### src/hdl/bcdclk_pkg.sv
// Package for the BCD clock with alarm: item codes, tdata layout, time digit
// type and the one-second BCD increment. No dependencies.
package bcdclk_pkg;

    // Configuration
    localparam int TPS_W = 16;
    localparam logic [TPS_W-1:0] TPS_RESET = 16'd1000;

    // Stream widths
    localparam int S_DATA_W = 24;
    localparam int S_USER_W = 2;
    localparam int M_DATA_W = 24;

    // Time digits occupy the low bits of both tdata words
    localparam int TIME_W    = 20;
    localparam int ST_LSB    = 13;
    localparam int SU_LSB    = 16;
    localparam int VALID_BIT = 20;
    localparam int ARMED_BIT = 21;
    localparam int EVENT_BIT = 22;

    typedef enum logic [S_USER_W-1:0] {
        MODE_TICK      = 2'd0,
        MODE_SET_TIME  = 2'd1,
        MODE_SET_ALARM = 2'd2,
        MODE_TOGGLE    = 2'd3
    } mode_t;

    // Declared from the top bit down so hour_tens sits at bit 0
    typedef struct packed {
        logic [3:0] second_units;
        logic [2:0] second_tens;
        logic [3:0] minute_units;
        logic [2:0] minute_tens;
        logic [3:0] hour_units;
        logic [1:0] hour_tens;
    } clock_time_t;

    // One-second increment with BCD carries; hours wrap from 23 to 00.
    // Out-of-range digits wrap at the threshold compares.
    function automatic clock_time_t advance_second(input clock_time_t t);
        clock_time_t n;
        n = t;
        if (t.second_units < 4'd9) begin
            n.second_units = t.second_units + 4'd1;
        end else begin
            n.second_units = '0;
            if (t.second_tens < 3'd5) begin
                n.second_tens = t.second_tens + 3'd1;
            end else begin
                n.second_tens = '0;
                if (t.minute_units < 4'd9) begin
                    n.minute_units = t.minute_units + 4'd1;
                end else begin
                    n.minute_units = '0;
                    if (t.minute_tens < 3'd5) begin
                        n.minute_tens = t.minute_tens + 3'd1;
                    end else begin
                        n.minute_tens = '0;
                        if (t.hour_tens >= 2'd2 && t.hour_units >= 4'd3) begin
                            n.hour_tens  = '0;
                            n.hour_units = '0;
                        end else if (t.hour_units >= 4'd9) begin
                            n.hour_units = '0;
                            n.hour_tens  = t.hour_tens + 2'd1;
                        end else begin
                            n.hour_units = t.hour_units + 4'd1;
                        end
                    end
                end
            end
        end
        return n;
    endfunction

endpackage

### src/hdl/bcd_clock_with_alarm_top.sv
// 24-hour BCD clock with alarm, top level.
// Depends on bcdclk_pkg.
//
//  channel | dir | handshake          | payload
//  --------+-----+--------------------+---------------------------------------
//  s_      | in  | s_tvalid/s_tready  | s_tuser mode, s_tdata set digits
//  m_      | out | m_tvalid/m_tready  | m_tdata time digits and flags
//  cfg_    | in  | cfg_wr_en          | cfg_wr_data ticks per second
//
// The carry chain of the BCD increment and the alarm compare sit between the
// state registers and the result register.
// One item per cycle is accepted while the result register is empty or
// being drained in the same cycle; a stalled m_ side holds the result.
// Reset (aresetn low, synchronous) clears time, alarm, prescaler and flags
// and sets ticks per second to 1000.
module bcd_clock_with_alarm_top (
    input  logic                               aclk,
    input  logic                               aresetn,
    input  logic                               cfg_wr_en,
    input  logic [bcdclk_pkg::TPS_W-1:0]       cfg_wr_data,
    input  logic                               s_tvalid,
    output logic                               s_tready,
    // [1:0] hour_tens, [5:2] hour_units, [8:6] minute_tens, [12:9] minute_units,
    // [15:13] second_tens, [19:16] second_units, [23:20] zero
    input  logic [bcdclk_pkg::S_DATA_W-1:0]    s_tdata,
    // [1:0] mode
    input  logic [bcdclk_pkg::S_USER_W-1:0]    s_tuser,
    output logic                               m_tvalid,
    input  logic                               m_tready,
    // [1:0] now_hour_tens, [5:2] now_hour_units, [8:6] now_minute_tens,
    // [12:9] now_minute_units, [15:13] now_second_tens,
    // [19:16] now_second_units, [20] time_valid, [21] alarm_enabled,
    // [22] alarm_event, [23] zero
    output logic [bcdclk_pkg::M_DATA_W-1:0]    m_tdata
);

    logic [bcdclk_pkg::TPS_W-1:0]    tps_reg;
    logic [bcdclk_pkg::TPS_W-1:0]    tick_count_reg, tick_count_next;
    bcdclk_pkg::clock_time_t         time_reg, time_next;
    bcdclk_pkg::clock_time_t         alarm_reg, alarm_next;
    logic                            valid_reg, valid_next;
    logic                            armed_reg, armed_next;
    logic                            m_tvalid_reg;
    logic [bcdclk_pkg::M_DATA_W-1:0] m_tdata_reg;

    logic                            accept;
    logic                            event_hit;
    logic [bcdclk_pkg::TPS_W:0]      tick_plus;
    bcdclk_pkg::mode_t               mode;
    bcdclk_pkg::clock_time_t         in_time;
    bcdclk_pkg::clock_time_t         adv_time;

    // Handshake: take an item when the result register is free or draining
    assign s_tready = !m_tvalid_reg || m_tready;
    assign accept   = s_tvalid && s_tready;
    assign m_tvalid = m_tvalid_reg;
    assign m_tdata  = m_tdata_reg;

    assign mode      = bcdclk_pkg::mode_t'(s_tuser);
    assign in_time   = bcdclk_pkg::clock_time_t'(s_tdata[bcdclk_pkg::TIME_W-1:0]);
    assign adv_time  = bcdclk_pkg::advance_second(time_reg);
    assign tick_plus = {1'b0, tick_count_reg} + {{bcdclk_pkg::TPS_W{1'b0}}, 1'b1};

    // Next state for the item at the input
    always_comb begin
        tick_count_next = tick_count_reg;
        time_next       = time_reg;
        alarm_next      = alarm_reg;
        valid_next      = valid_reg;
        armed_next      = armed_reg;
        event_hit       = 1'b0;
        unique case (mode)
            bcdclk_pkg::MODE_TICK: begin
                // a zero setting behaves as one: every tick ends a second
                if (tick_plus >= {1'b0, tps_reg}) begin
                    tick_count_next = '0;
                    time_next       = adv_time;
                    event_hit       = armed_reg
                                      && adv_time.second_tens == 3'd0
                                      && adv_time.second_units == 4'd0
                                      && alarm_reg == adv_time;
                end else begin
                    tick_count_next = tick_plus[bcdclk_pkg::TPS_W-1:0];
                end
            end
            bcdclk_pkg::MODE_SET_TIME: begin
                time_next  = in_time;
                valid_next = 1'b1;
            end
            bcdclk_pkg::MODE_SET_ALARM: begin
                alarm_next = in_time;
                armed_next = 1'b1;
            end
            bcdclk_pkg::MODE_TOGGLE: begin
                armed_next = !armed_reg;
            end
        endcase
    end

    // Control and clock state
    always_ff @(posedge aclk) begin
        if (!aresetn) begin
            tps_reg        <= bcdclk_pkg::TPS_RESET;
            tick_count_reg <= '0;
            time_reg       <= '0;
            alarm_reg      <= '0;
            valid_reg      <= 1'b0;
            armed_reg      <= 1'b0;
            m_tvalid_reg   <= 1'b0;
        end else begin
            if (cfg_wr_en) begin
                tps_reg <= cfg_wr_data;
            end
            if (accept) begin
                tick_count_reg <= tick_count_next;
                time_reg       <= time_next;
                alarm_reg      <= alarm_next;
                valid_reg      <= valid_next;
                armed_reg      <= armed_next;
                m_tvalid_reg   <= 1'b1;
            end else if (m_tready) begin
                m_tvalid_reg   <= 1'b0;
            end
        end
    end

    // Result register
    always_ff @(posedge aclk) begin
        if (accept) begin
            m_tdata_reg <= {1'b0, event_hit, armed_next, valid_next, time_next};
        end
    end

endmodule

### config.mk
export PLATFORM = sky130hd
export DESIGN_NAME = bcd_clock_with_alarm_top
export DESIGN_NICKNAME = d
export VERILOG_FILES = /design/src/hdl/bcdclk_pkg.sv /design/src/hdl/bcd_clock_with_alarm_top.sv
export SDC_FILE = /design/constraint.sdc
export NUM_CORES = 1
export LEC_CHECK = 0
export BUFFER_PORTS_ARGS = -buffer_cell sky130_fd_sc_hd__buf_4
export CAP_MARGIN = 20
export CORE_MARGIN = 3
export CORE_UTILIZATION = 30
export CTS_CLUSTER_SIZE = 14
export DETAILED_ROUTE_END_ITERATION = 10
export HOLD_SLACK_MARGIN = 0.15
export PLACE_DENSITY = 0.55
export SETUP_SLACK_MARGIN = 0.1
export SYNTH_ARGS = -nofsm -noshare
export SYNTH_HDL_FRONTEND = slang
export SYNTH_SLANG_ARGS = --single-unit
### constraint.sdc
create_clock -name aclk -period 4.96 [get_ports aclk]
set_clock_uncertainty 0.2 [all_clocks]
set_input_delay 0.992 -clock aclk [delete_from_list [all_inputs] [get_ports aclk]]
set_output_delay 0.992 -clock aclk [all_outputs]
set_load 0.01 [all_outputs]
[Word-level counts from Yosys, hierarchy flattened]
Cells that the tools add are included.
Operators by class
  add/sub/neg operators: 7
  magnitude comparators: 8
  equality and inequality tests: 4
  multiplexer cells: 18
  reductions and logical operators: 15
Operator list (count)
  20-bit case mux with 2 select lines: 1
  16-bit two-way mux: 2
  20-bit equality test: 1
  20-bit two-way mux: 1
  16-bit by 1-bit adder with 17-bit output, second input constant: 1
  17-bit by 16-bit >= comparator with 1-bit output: 1
  13-bit two-way mux: 1
  4-bit by 1-bit adder with 4-bit output, second input constant: 3
  4-bit two-way mux: 3
  6-bit two-way mux: 2
  9-bit two-way mux: 1
  4-bit less-than comparator, second input constant: 2
  3-bit by 1-bit adder with 3-bit output, second input constant: 2
  3-bit less-than comparator, second input constant: 2
  3-bit two-way mux: 2
  2-bit AND reduction: 3
  1-bit logical AND: 5
  2-bit equality test, second input constant: 2
  4-bit by 2-bit >= comparator with 1-bit output, second input constant: 1
  4-bit >= comparator, second input constant: 1
  4-bit logical NOT: 1
  3-bit logical NOT: 1
  1-bit two-way mux: 3
  2-bit by 1-bit adder with 2-bit output, second input constant: 1
  8 further kinds: 9
Word-level totals
  register bits after elaboration: 98
  input bits: 47
  logic and storage cells: 71

[Longest topological paths before layout]
  depth in word-level cells: 11
  mapped depth: 15
  depth with buffers taken out: 13

[Worst setup path after synthesis]
OpenSTA, ideal clock, no wires.
  kind: register -> register
  from: register tick_count_reg[0] (netlist bit)
  to: register m_tdata_reg, in the netlist m_tdata[16], data pin
  arrival time: 3.376 ns
  slack: 1.112 ns
  stages on the path, launching flop included: 16
  period minus slack after synthesis: 3.848 ns
  path through: dfxtp_1 -> ha_1 -> nand3_1 -> nor4_2 -> nand3_1 -> xnor2_1 -> ha_1 -> nand4_1 -> nor2_1 -> a221oi_1 -> a21boi_1 -> or2_2 -> buf_2 -> buf_2 -> a32oi_1 -> o22ai_1
RTL lines
  start, declared: line bcd_clock_with_alarm_top.sv:38  | logic [bcdclk_pkg::TPS_W-1:0] tick_count_reg, tick_count_next;
  start signal, assigned: line bcd_clock_with_alarm_top.sv:115  | tick_count_reg <= tick_count_next;
  end signal, assigned: line bcd_clock_with_alarm_top.sv:130  | m_tdata_reg <= {1'b0, event_hit, armed_next, valid_next, time_next};
  end, declared: line bcd_clock_with_alarm_top.sv:44  | logic [bcdclk_pkg::M_DATA_W-1:0] m_tdata_reg;

==> impl_metrics.tcl <==
set metrics [dict create \
    cp_max_fo 20 \
    root_buffer "clkbuf_16" \
    gp_congestion 0.8625 \
    clkLatencyLatePin_ns 0.36 \
    io_buffers 67 \
    grtUsageTotal_pct 15.92 \
    viasPerCell 5.338 \
    cts_resized 0 \
    initial_core_util_pct 31.06 \
    synth_top_cell_by_area "dfxtp_1" \
    clk_pin_slew_ns 0.07 \
    grt_pass1_wl_um 25580 \
    hold_buffers 0 \
    slew_headroom_pct 40.12 \
    diodes 0 \
    cp_data_required_time_ns 4.90 \
    r2r_start "tick_count_reg[0]" \
    wire_per_inst_um 17.30 \
    synthesis.area_mm2 0.005694 \
    final-seq-area_mm2 0.002192 \
    rows 49 \
    n_fill_cell 1837 \
    vias 5055 \
    ant_nets 0 \
    cap_violations 0 \
    drv_slew 0 \
    core_mm2 0.01833 \
    async_flop_share_pct 0 \
    dieArea_mm2 0.02067 \
    detail_route.first_pass.iterations 5 \
    layout-drive-gt1-share_pct 16.43 \
    die_w_um 143.8 \
    cts_buffers 9 \
    synth_cell_types 75 \
    htree_levels 3 \
    post-route-min-period_ns 4.341 \
    r2r_cells 14 \
    crit_path_end_kind "flop" \
    irDropWorstVdd_mv 0.1474 \
    seq_area_frac_synth_pct 38.50 \
    synth_top_area_share_pct 26.37 \
    fin_crit_sh_pct 87.53 \
    remaining_drc_errors 0 \
    crit_end "m_tdata[6]" \
    avgSynthCellArea_um2 8.602 \
    worstReg2RegEnd "m_tdata[6]" \
    grt_max_degree 85 \
    fin_nets 787 \
    finalPower_mw 1.905 \
    syn_nets 736 \
    clock_path_buffers 2 \
    largest_register_ffs 23 \
    leakagePower_nw 2.600 \
    post-cts-setup-buffers 0 \
    hold_path_class "flop to flop" \
    crit_path_start_kind "flop" \
    ys_ff_latch 98 \
    grt_setup_unrepaired "false" \
    grt_pass1_vias 4634 \
    cts.sinks 98 \
    synth-main-ff-cell "dfxtp_1" \
    worst_pin_slew_ns 0.8957 \
    startpoint "tick_count_reg[0]" \
    hpwl_um 11690 \
    r2r_slack_ns 0.62 \
    synthTopCellsByCount "nand2_1, dfxtp_1, a21boi_0, inv_1, nor2_1" \
    status "complete, no violations" \
    synthToLayoutAreaGrowth_pct 18.41 \
    drt-total-wl_um 16380 \
    synth-edff-count 23 \
    power_density_mw_per_mm2 282.5 \
    clock.fmax_mhz 230.3 \
    multi_input_area_mm2 0.003201 \
    die_h_um 143.8 \
    grt_overflow 0 \
    yosys_warnings 0 \
    postSynthCellCount 662 \
    synth_most_common_cell "nand2_1" \
    hold_viol 0 \
    num_io_pins 73 \
    cts_tree "yes" \
    cp.arrival_ns 4.28 \
    ys_top_cells_by_area "dfxtp_1, edfxtp_1, nand2_1, ha_1, a21boi_0" \
    setup_viol 0 \
    tns_ns 0 \
    worst-setup-path-type "flop to flop" \
    drtIter0Drc 518 \
    grt_antenna_before_repair 0 \
]
-- cell type report --
cell class                      count  share of cell area (%)
Tap cell                          229                   4.249
Sequential cell                    98                   32.51
Inverter                           34                   1.893
Clock inverter                      6                   1.355
Multi-Input combinational cell    488                   47.47
Clock buffer                       10                   3.396
Timing Repair Buffer               82                   9.130
-- routing by layer --
metal | share of wire [%] | routed length [um] | global-route usage (%)
met4 | 1.9 | 313 | 5.649
met5 | 0 | 0 | 0
met2 | 42 | 6873 | 23.01
met3 | 5.6 | 920 | 2.463
met1 | 51 | 8273 | 23.90
-- cells by family (layout without fill, tap and decap cells) --
family          after synthesis  in the layout  synth area share [%]
simple gates                235            235                 20.43
other cells                   1              1               0.06586
compound gates              189            189                 23.71
xor+xnor                     21             21                 3.230
flops                        98             98                 38.50
mux                          15             15                 2.659
buf+inv                      76            132                 5.471
fa+ha+maj                    27             27                 5.933
-- how the worst min path moves through the flow --
stage / start / endpoint / slack (ns) / cells after the start
after floorplan: alarm_reg[18] / alarm_reg[18] / 0.24 / 2
after global placement: alarm_reg[16] / alarm_reg[16] / 0.26 / 2
after detailed placement: alarm_reg[17] / alarm_reg[17] / 0.26 / 2
after CTS: alarm_reg[17] / alarm_reg[17] / 0.27 / 2
after global routing: alarm_reg[14] / alarm_reg[14] / 0.30 / 2
final: alarm_reg[14] / alarm_reg[14] / 0.27 / 2
-- through the flow --
step                utilization (%)  setup slack [ns]  hold WS (ns)  area [um2]  std cells
CTS                           36.78            0.6878        0.2703        6743        947
detailed placement            35.04            0.6951        0.2606        6422        931
finish                        36.78            0.6187        0.2673        6743        947
global placement              35.04            0.7505        0.2551        6422        931
floorplan                         -             1.112        0.2431        5694        662
global route                  36.78            0.3346        0.3020        6743        947
-- worst max-delay path, stage by stage (launching register included) --
cell	delay, ns
dfxtp_1	0.45
ha_1	0.28
nand3_1	0.18
nor4_2	0.25
buf_4	0.19
nand3_1	0.10
xnor2_1	0.20
ha_1	0.28
nand4_1	0.14
nor2_1	0.09
a221oi_1	0.37
a21boi_1	0.20
or2_2	0.53
a41o_1	0.33
a2bb2oi_1	0.34
-- where the power goes --
part / internal, mW / total (mW) / leakage, nW / switching, mW
logic: 0.112 / 0.259 / 1.60 / 0.146
clock network: 0.444 / 0.759 / 0.157 / 0.315
registers: 0.858 / 0.887 / 0.842 / 0.0289
-- layout by cell type (no fill, tap or decap), types with 4 or more instances in the layout --
cell type and instances:
a21boi_0 33, a21oi_1 26, a22oi_1 6, a2bb2oi_1 6, a31oi_1 17, a32oi_1 5
and3_1 5, buf_4 82, clkbuf_16 9, dfxtp_1 75, edfxtp_1 23, ha_1 27
inv_1 33, mux2i_1 14, nand2_1 98, nand2b_1 4, nand3_1 26, nand3b_1 4
nand4_1 8, nor2_1 32, nor2b_1 14, nor3_1 6, nor4_1 7, o211ai_1 9
o21a_1 7, o21ai_0 22, o221ai_1 5, o22ai_1 20, o311ai_0 4, xnor2_1 14
xor2_1 7
Note: power is estimated with default switching activity, not from simulation.
